<file path="src/rtl/tesl_pkg.sv">
// Shared widths, types and helpers for the triangle element stiffness/load block.
package tesl_pkg;

  // Number formats
  localparam int COORD_W          = 16;
  localparam int CFG_W            = 16;
  localparam int RES_W            = 32;
  localparam int COORD_FRAC_BITS  = 8;
  localparam int RESULT_FRAC_BITS = 16;

  // Stiffness numerator is scaled by 2^(RESULT_FRAC_BITS-13): Q4.12 weights and Q8.8 gradients
  localparam int STIFF_SHIFT = RESULT_FRAC_BITS - 13;
  // Load entry divisor: 24 scaled to the result format
  localparam int LOAD_SHIFT  = 3 * COORD_FRAC_BITS - RESULT_FRAC_BITS;

  // Internal widths
  localparam int EDGE_W  = COORD_W + 1;          // coordinate differences
  localparam int PROD_W  = 2 * EDGE_W - 1;       // edge products
  localparam int DET_W   = PROD_W + 1;           // signed determinant
  localparam int ADET_W  = DET_W - 1;            // |det|
  localparam int S_W     = COORD_W + 2;          // 2*f_i + f_j + f_k
  localparam int DV_W    = CFG_W + EDGE_W;       // D*v component
  localparam int NP_W    = EDGE_W + DV_W - 1;    // v_j * (D v_i) product
  localparam int NS_W    = NP_W + 1;             // stiffness numerator
  localparam int MAG_W   = NS_W;
  localparam int P_W     = ADET_W + S_W;         // |det| * |s|
  localparam int NUM_W   = MAG_W + STIFF_SHIFT;  // divider numerator
  localparam int DEN_W   = ADET_W;               // divider denominator
  localparam int NN_W    = NUM_W + 2;            // 2*num + den
  localparam int REM_W   = DEN_W + 1;            // 2*den, remainder
  localparam int Q_W     = 32;                   // quotient bits
  localparam int DIV_STAGES = Q_W / 2;           // two quotient bits per stage
  localparam int LANE_LAT   = DIV_STAGES + 1;

  localparam logic [DEN_W-1:0] LOAD_DEN = DEN_W'(24) << LOAD_SHIFT;

  // Configuration register indexes
  localparam logic [1:0] REG_DIFF_XX = 2'd0;
  localparam logic [1:0] REG_DIFF_XY = 2'd1;
  localparam logic [1:0] REG_DIFF_YX = 2'd2;
  localparam logic [1:0] REG_DIFF_YY = 2'd3;

  localparam logic [CFG_W-1:0] DIFF_ONE = CFG_W'(4096);

  typedef logic signed [EDGE_W-1:0] edge_t;
  typedef logic signed [S_W-1:0]    ssum_t;

  // Element record passed from front to back
  typedef struct packed {
    logic signed [DET_W-1:0] det;
    edge_t vx0;
    edge_t vy0;
    edge_t vx1;
    edge_t vy1;
    edge_t vx2;
    edge_t vy2;
    ssum_t s0;
    ssum_t s1;
    ssum_t s2;
  } tesl_elem_t;

  // Row bookkeeping alongside the divider lanes
  typedef struct packed {
    logic       v;
    logic [1:0] row;
    logic       degen;
  } tesl_sb_t;

  // One finished row
  typedef struct packed {
    logic [1:0]       row;
    logic [RES_W-1:0] stiff0;
    logic [RES_W-1:0] stiff1;
    logic [RES_W-1:0] stiff2;
    logic [RES_W-1:0] load;
    logic             last;
    logic             degen;
    logic             clip;
  } tesl_res_t;

  // One restoring division step: returns {quotient bit, new remainder}
  function automatic logic [REM_W:0] div_step(input logic [REM_W-1:0] rem,
                                              input logic             b,
                                              input logic [REM_W-1:0] d);
    logic [REM_W:0] t;
    logic [REM_W:0] diff;
    t    = {rem, b};
    diff = t - {1'b0, d};
    if (t >= {1'b0, d}) begin
      return {1'b1, diff[REM_W-1:0]};
    end
    return {1'b0, t[REM_W-1:0]};
  endfunction

endpackage

</file>
<file path="src/rtl/tesl_front.sv">
// Front end: accepts triangles, forms gradients, determinant and source sums, queues elements.
module tesl_front (
  input  logic                clk,
  input  logic                rst_n,
  input  logic                in_push,
  output logic                in_full,
  input  logic signed [15:0]  in_x_vertex0,
  input  logic signed [15:0]  in_y_vertex0,
  input  logic signed [15:0]  in_x_vertex1,
  input  logic signed [15:0]  in_y_vertex1,
  input  logic signed [15:0]  in_x_vertex2,
  input  logic signed [15:0]  in_y_vertex2,
  input  logic signed [15:0]  in_source_at_vertex0,
  input  logic signed [15:0]  in_source_at_vertex1,
  input  logic signed [15:0]  in_source_at_vertex2,
  input  logic                q_pop,
  output logic                q_empty,
  output tesl_pkg::tesl_elem_t q_head
);

  localparam int Q_DEPTH = 4;

  logic en;
  logic v1_r, v2_r;
  tesl_pkg::edge_t vx0_r, vy0_r, vx1_r, vy1_r, vx2_r, vy2_r;
  tesl_pkg::ssum_t s0_r, s1_r, s2_r;
  tesl_pkg::edge_t f2_vx0_r, f2_vy0_r, f2_vx1_r, f2_vy1_r, f2_vx2_r, f2_vy2_r;
  tesl_pkg::ssum_t f2_s0_r, f2_s1_r, f2_s2_r;
  logic signed [tesl_pkg::PROD_W-1:0] pa_r, pb_r, pa_nxt, pb_nxt;
  tesl_pkg::ssum_t s0_nxt, s1_nxt, s2_nxt;

  tesl_pkg::tesl_elem_t q_mem_r [Q_DEPTH];
  logic [1:0] wr_ptr_r, rd_ptr_r;
  logic [2:0] cnt_r;
  logic       q_full, q_push;
  tesl_pkg::tesl_elem_t push_elem;

  // whole front stalls when the last stage cannot enter the queue
  assign q_full  = (cnt_r == 3'(Q_DEPTH));
  assign q_empty = (cnt_r == 3'd0);
  assign en      = !(v2_r && q_full);
  assign in_full = !en;
  assign q_push  = v2_r && en;

  // source sums 2*f_i + f_j + f_k
  assign s0_nxt = {in_source_at_vertex0[15], in_source_at_vertex0, 1'b0}
                + {{2{in_source_at_vertex1[15]}}, in_source_at_vertex1}
                + {{2{in_source_at_vertex2[15]}}, in_source_at_vertex2};
  assign s1_nxt = {in_source_at_vertex1[15], in_source_at_vertex1, 1'b0}
                + {{2{in_source_at_vertex2[15]}}, in_source_at_vertex2}
                + {{2{in_source_at_vertex0[15]}}, in_source_at_vertex0};
  assign s2_nxt = {in_source_at_vertex2[15], in_source_at_vertex2, 1'b0}
                + {{2{in_source_at_vertex0[15]}}, in_source_at_vertex0}
                + {{2{in_source_at_vertex1[15]}}, in_source_at_vertex1};

  // stage 1: scaled gradients (edge differences)
  always_ff @(posedge clk) begin
    if (en) begin
      vx0_r <= {in_y_vertex1[15], in_y_vertex1} - {in_y_vertex2[15], in_y_vertex2};
      vy0_r <= {in_x_vertex2[15], in_x_vertex2} - {in_x_vertex1[15], in_x_vertex1};
      vx1_r <= {in_y_vertex2[15], in_y_vertex2} - {in_y_vertex0[15], in_y_vertex0};
      vy1_r <= {in_x_vertex0[15], in_x_vertex0} - {in_x_vertex2[15], in_x_vertex2};
      vx2_r <= {in_y_vertex0[15], in_y_vertex0} - {in_y_vertex1[15], in_y_vertex1};
      vy2_r <= {in_x_vertex1[15], in_x_vertex1} - {in_x_vertex0[15], in_x_vertex0};
      s0_r  <= s0_nxt;
      s1_r  <= s1_nxt;
      s2_r  <= s2_nxt;
    end
  end

  // stage 2: det = vy2*vx1 - vy1*vx2
  assign pa_nxt = vy2_r * vx1_r;
  assign pb_nxt = vy1_r * vx2_r;

  always_ff @(posedge clk) begin
    if (en) begin
      pa_r     <= pa_nxt;
      pb_r     <= pb_nxt;
      f2_vx0_r <= vx0_r;
      f2_vy0_r <= vy0_r;
      f2_vx1_r <= vx1_r;
      f2_vy1_r <= vy1_r;
      f2_vx2_r <= vx2_r;
      f2_vy2_r <= vy2_r;
      f2_s0_r  <= s0_r;
      f2_s1_r  <= s1_r;
      f2_s2_r  <= s2_r;
    end
  end

  always_ff @(posedge clk) begin
    if (!rst_n) begin
      v1_r <= 1'b0;
      v2_r <= 1'b0;
    end else if (en) begin
      v1_r <= in_push;
      v2_r <= v1_r;
    end
  end

  always_comb begin
    push_elem.det = {pa_r[tesl_pkg::PROD_W-1], pa_r} - {pb_r[tesl_pkg::PROD_W-1], pb_r};
    push_elem.vx0 = f2_vx0_r;
    push_elem.vy0 = f2_vy0_r;
    push_elem.vx1 = f2_vx1_r;
    push_elem.vy1 = f2_vy1_r;
    push_elem.vx2 = f2_vx2_r;
    push_elem.vy2 = f2_vy2_r;
    push_elem.s0  = f2_s0_r;
    push_elem.s1  = f2_s1_r;
    push_elem.s2  = f2_s2_r;
  end

  // element queue
  always_ff @(posedge clk) begin
    if (q_push) begin
      q_mem_r[wr_ptr_r] <= push_elem;
    end
  end

  always_ff @(posedge clk) begin
    if (!rst_n) begin
      wr_ptr_r <= 2'd0;
      rd_ptr_r <= 2'd0;
      cnt_r    <= 3'd0;
    end else begin
      if (q_push) wr_ptr_r <= wr_ptr_r + 2'd1;
      if (q_pop)  rd_ptr_r <= rd_ptr_r + 2'd1;
      cnt_r <= cnt_r + 3'(q_push) - 3'(q_pop);
    end
  end

  assign q_head = q_mem_r[rd_ptr_r];

endmodule

</file>
<file path="config.mk">
export PLATFORM = sky130hd
export DESIGN_NAME = tesl_front
export DESIGN_NICKNAME = d
export VERILOG_FILES = /design/src/rtl/tesl_pkg.sv /design/src/rtl/tesl_front.sv
export SDC_FILE = /design/constraint.sdc
export NUM_CORES = 2
export LEC_CHECK = 0
export BUFFER_PORTS_ARGS = -buffer_cell sky130_fd_sc_hd__buf_2
export CORE_UTILIZATION = 40
export CTS_BUF_LIST = sky130_fd_sc_hd__clkbuf_2
export CTS_CLUSTER_DIAMETER = 50
export DETAILED_ROUTE_END_ITERATION = 8
export GPL_TIMING_DRIVEN = 0
export PLACE_DENSITY = 0.67
export SYNTH_ARGS = -nofsm -noshare
export SYNTH_HDL_FRONTEND = slang
export SYNTH_SLANG_ARGS = --single-unit
export TNS_END_PERCENT = 1
</file>
<file path="constraint.sdc">
create_clock -name clk -period 14.8 [get_ports clk]
set_clock_uncertainty 0.2 [all_clocks]
set_input_delay 1.48 -clock clk [delete_from_list [all_inputs] [get_ports clk]]
set_output_delay 1.48 -clock clk [all_outputs]
set_load 0.005 [all_outputs]
</file>
==> metrics.md <==
| Metric | Value |
|---|---|
| Outcome | finished clean |
| Kind of critical path | reg2reg |
| FMAX | between 0.1 and 0.15 GHz |
| Area Growth Syn to Fin | 14.1% |
| Worst skew pair latency | 1.67 ns |
| CP Data Arrival Time | 8.99 ns |
| Fillers | 15500 |
| Worst Hold Class | reg2reg |
| Most numerous cell in the Yosys netlist | edfxtp_1 |
| Fin. Hold Viols | 0 |
| Die ar. | 176000 µm² |
| Multi-input logic area | 31700 µm² |
| Sequential cell area fraction in the yosys report | 49.5% |
| Final nets | approximately 7000 |
| Total CTS buffers | 311 |
| Top-area cell type share of the netlist area | 49.1% |
| Total wire length | about 180000 µm |
| Max Cap Viol | 0 |
| Fin crit share | a little over half |
| Most area-consuming cells after synthesis | edfxtp_1 49%, fa_1 18%, ha_1 6.3% |
| Initial antenna violation count | 27 |
| Dpl ws | 7.02 ns |
| Number of global-route vias before repair | approximately 45000 |
| H-tree depth | 5 |
| Commonest cells post-synth | 1138 x edfxtp_1, 809 x inv_1, 637 x fa_1 |
| PostCTS Resize Cnt | 0 |
| Worst slew pin tran | 1.24 ns |
| Initial drt markers | between 2000 and 3000 |
| Vias | 42700 |
| Syn Area/Cell | 13.9 µm² |
| Reg area | 34400 µm² |
| Residual DRC count | 0 |
| Clock sinks | 1149 |
| PortBufs | between 300 and 400 |
| Worst slew margin relative to its limit | between 15 and 20% |
| Hold Slack | 0.0604 ns |
| Num rows | between 150 and 200 |
| Overflow left after global routing | 0 |
| CP Capture Type | register |
| CP required | 15.92 ns |
| Global-route wire length before repair | 267000 µm |
| Post-synth ARST share | 0% |
| Synth warn | 0 |
| Distinct cells, synth | 71 |
| Total track usage | about 20% |
| HPWL Detailed | 132000 µm |
| Die span in x | 419 µm |
| Setup WS post-layout | about 7 ns |
| Die span in y | 419 µm |
| Crit Path Max Fanout | 10 |
| Layout cells sized above 1 | approximately 17% |
| Largest net degree at the start of global routing | 62 |
| Initial Utilization | 40.4% |
| Clk slew on worst S/H paths | about 0.10 ns |
| Clock Tree Buf Depth | 4 |
| Top Ports | 340 |
| Synth Register Bits | 1149 |
| RSZ-0062 raised after global routing | no |
| Final slew viol count | 0 |
| DRT antenna net count | 0 |
| Vias per cell | 5.09 |
| Mapped Area | 69500 µm² |
| Syn Nets | 6151 |
| TritonCTS clock tree | done |
| Post-CTS Setup Bufs | 0 |
| Root buf cell | clkbuf_2 |
| Routed length per placed instance | 21.0 µm |
| Tmin final | between 7 and 8 ns |
| Core ar. | 172000 µm² |
| Setup violators final | 0 |
| Mapped Cells | 5014 |
| Number of synthesized flops with an enable pin | around 1100 |
| CP Launch Type | register |
| Synth area leader | edfxtp_1 |
| Synth Flop Type | edfxtp_1 |
| First drt pass iteration count | 6 |
| GP Congestion | 0.940 |
-- critical path, stage by stage, from the launching register on --
cell,delay (ns)
edfxtp_1,0.90
clkbuf_1,0.65
nand2_1,0.18
fa_1,0.58
inv_1,0.06
fa_1,0.48
fa_1,0.61
fa_1,0.45
fa_1,0.49
inv_1,0.05
fa_1,0.52
inv_1,0.05
ha_1,0.38
a21oi_1,0.09
nor2b_1,0.31
nor2_1,0.11
and4b_1,0.23
o31ai_2,0.35
a2111o_1,0.22
a41oi_2,0.15
a311oi_1,0.38
xnor2_1,0.10
-- routing by layer --
layer  vias to the layer above  part of all wire [%]  wire (µm)  GRT usage, %
met5                         -                 0.041         72             0
met4                        12                   3.0       5350          7.36
met3                       304                   7.4      13000          4.59
met2                      1491                    50      87800          34.5
met1                     21800                    40      70100          25.8
li1                      19200                     -          -             -
-- flip-flops by register name, summed over array words and instances (netlist names), 18 cells and up, named ones only --
| name | cells |
|---|---|
| pb_r | 33 |
| q_mem_r | 760 |
| s0_r | 18 |
| f2_s0_r | 18 |
| s1_r | 18 |
| s2_r | 18 |
| f2_s1_r | 18 |
| pa_r | 33 |
| f2_s2_r | 18 |
-- cell type report --
type / instances / share of cell area [%]
repair buffers: 554 / 5.31
multi-input cells: 2929 / 39.9
plain buffers: 127 / 0.607
clock inverters: 88 / 0.680
diodes: 15 / 0.0473
clock buffers: 420 / 2.65
flip-flops and latches: 1149 / 43.3
inverters: 809 / 3.83
well taps: 2310 / 3.64
-- timing repair --
| item | 4_1_cts | 5_1_grt |
|---|---|---|
| hold buffers | 194 | 0 |
| endpoints found under the hold margin | 118 | 0 |
| endpoints found under the setup margin | 0 | 0 |
-- layout by cell type (no fill, tap or decap), types with 172 or more instances in the layout --
cell type	count
clkbuf_2	423
mux4_2	190
ha_1	352
edfxtp_1	1138
nand2_1	362
xnor2_1	172
inv_1	809
fa_1	637
dlygate4sd3_1	194
buf_2	340
and2_1	295
-- final timing paths --
check	endpoint	slack, ns	from	cells past startpoint
worst max-delay path	pa_r[32]$_DFFE_PN_	6.93	vy2_r[8]$_DFFE_PN_	21
worst min-delay path	f2_s0_r[13]$_DFFE_PN_	0.06	s0_r[13]$_DFFE_PN_	0
worst max register to register	pa_r[32]$_DFFE_PN_	6.93	vy2_r[8]$_DFFE_PN_	21
worst min register to register	f2_s0_r[13]$_DFFE_PN_	0.06	s0_r[13]$_DFFE_PN_	0
-- logic make-up after synthesis --
group / count (synthesis) / share of synthesized area [%]
fa+ha+maj: 989 / 24.7
xor+xnor: 207 / 2.61
flops: 1149 / 49.5
compound gates: 457 / 4.27
mux: 193 / 6.20
simple gates: 1083 / 7.75
buf+inv: 936 / 5.05
-- metrics by stage --
stage / instance area, µm² / std cells / setup TNS, ns / utilization (%)
after floorplan: 69500 / 5014 / 0 / -
after global placement: 74100 / 7663 / -1932.39 / 43.1
after detailed placement: 74700 / 7684 / 0 / 43.4
after CTS: 79300 / 8386 / 0 / 46.1
after global routing: 79300 / 8395 / 0 / 46.1
final: 79400 / 8401 / 0 / 46.1
Power is left out: the tool's default activity adds up to more than one toggle a clock period on the data nets, which glitch-free logic cannot reach.
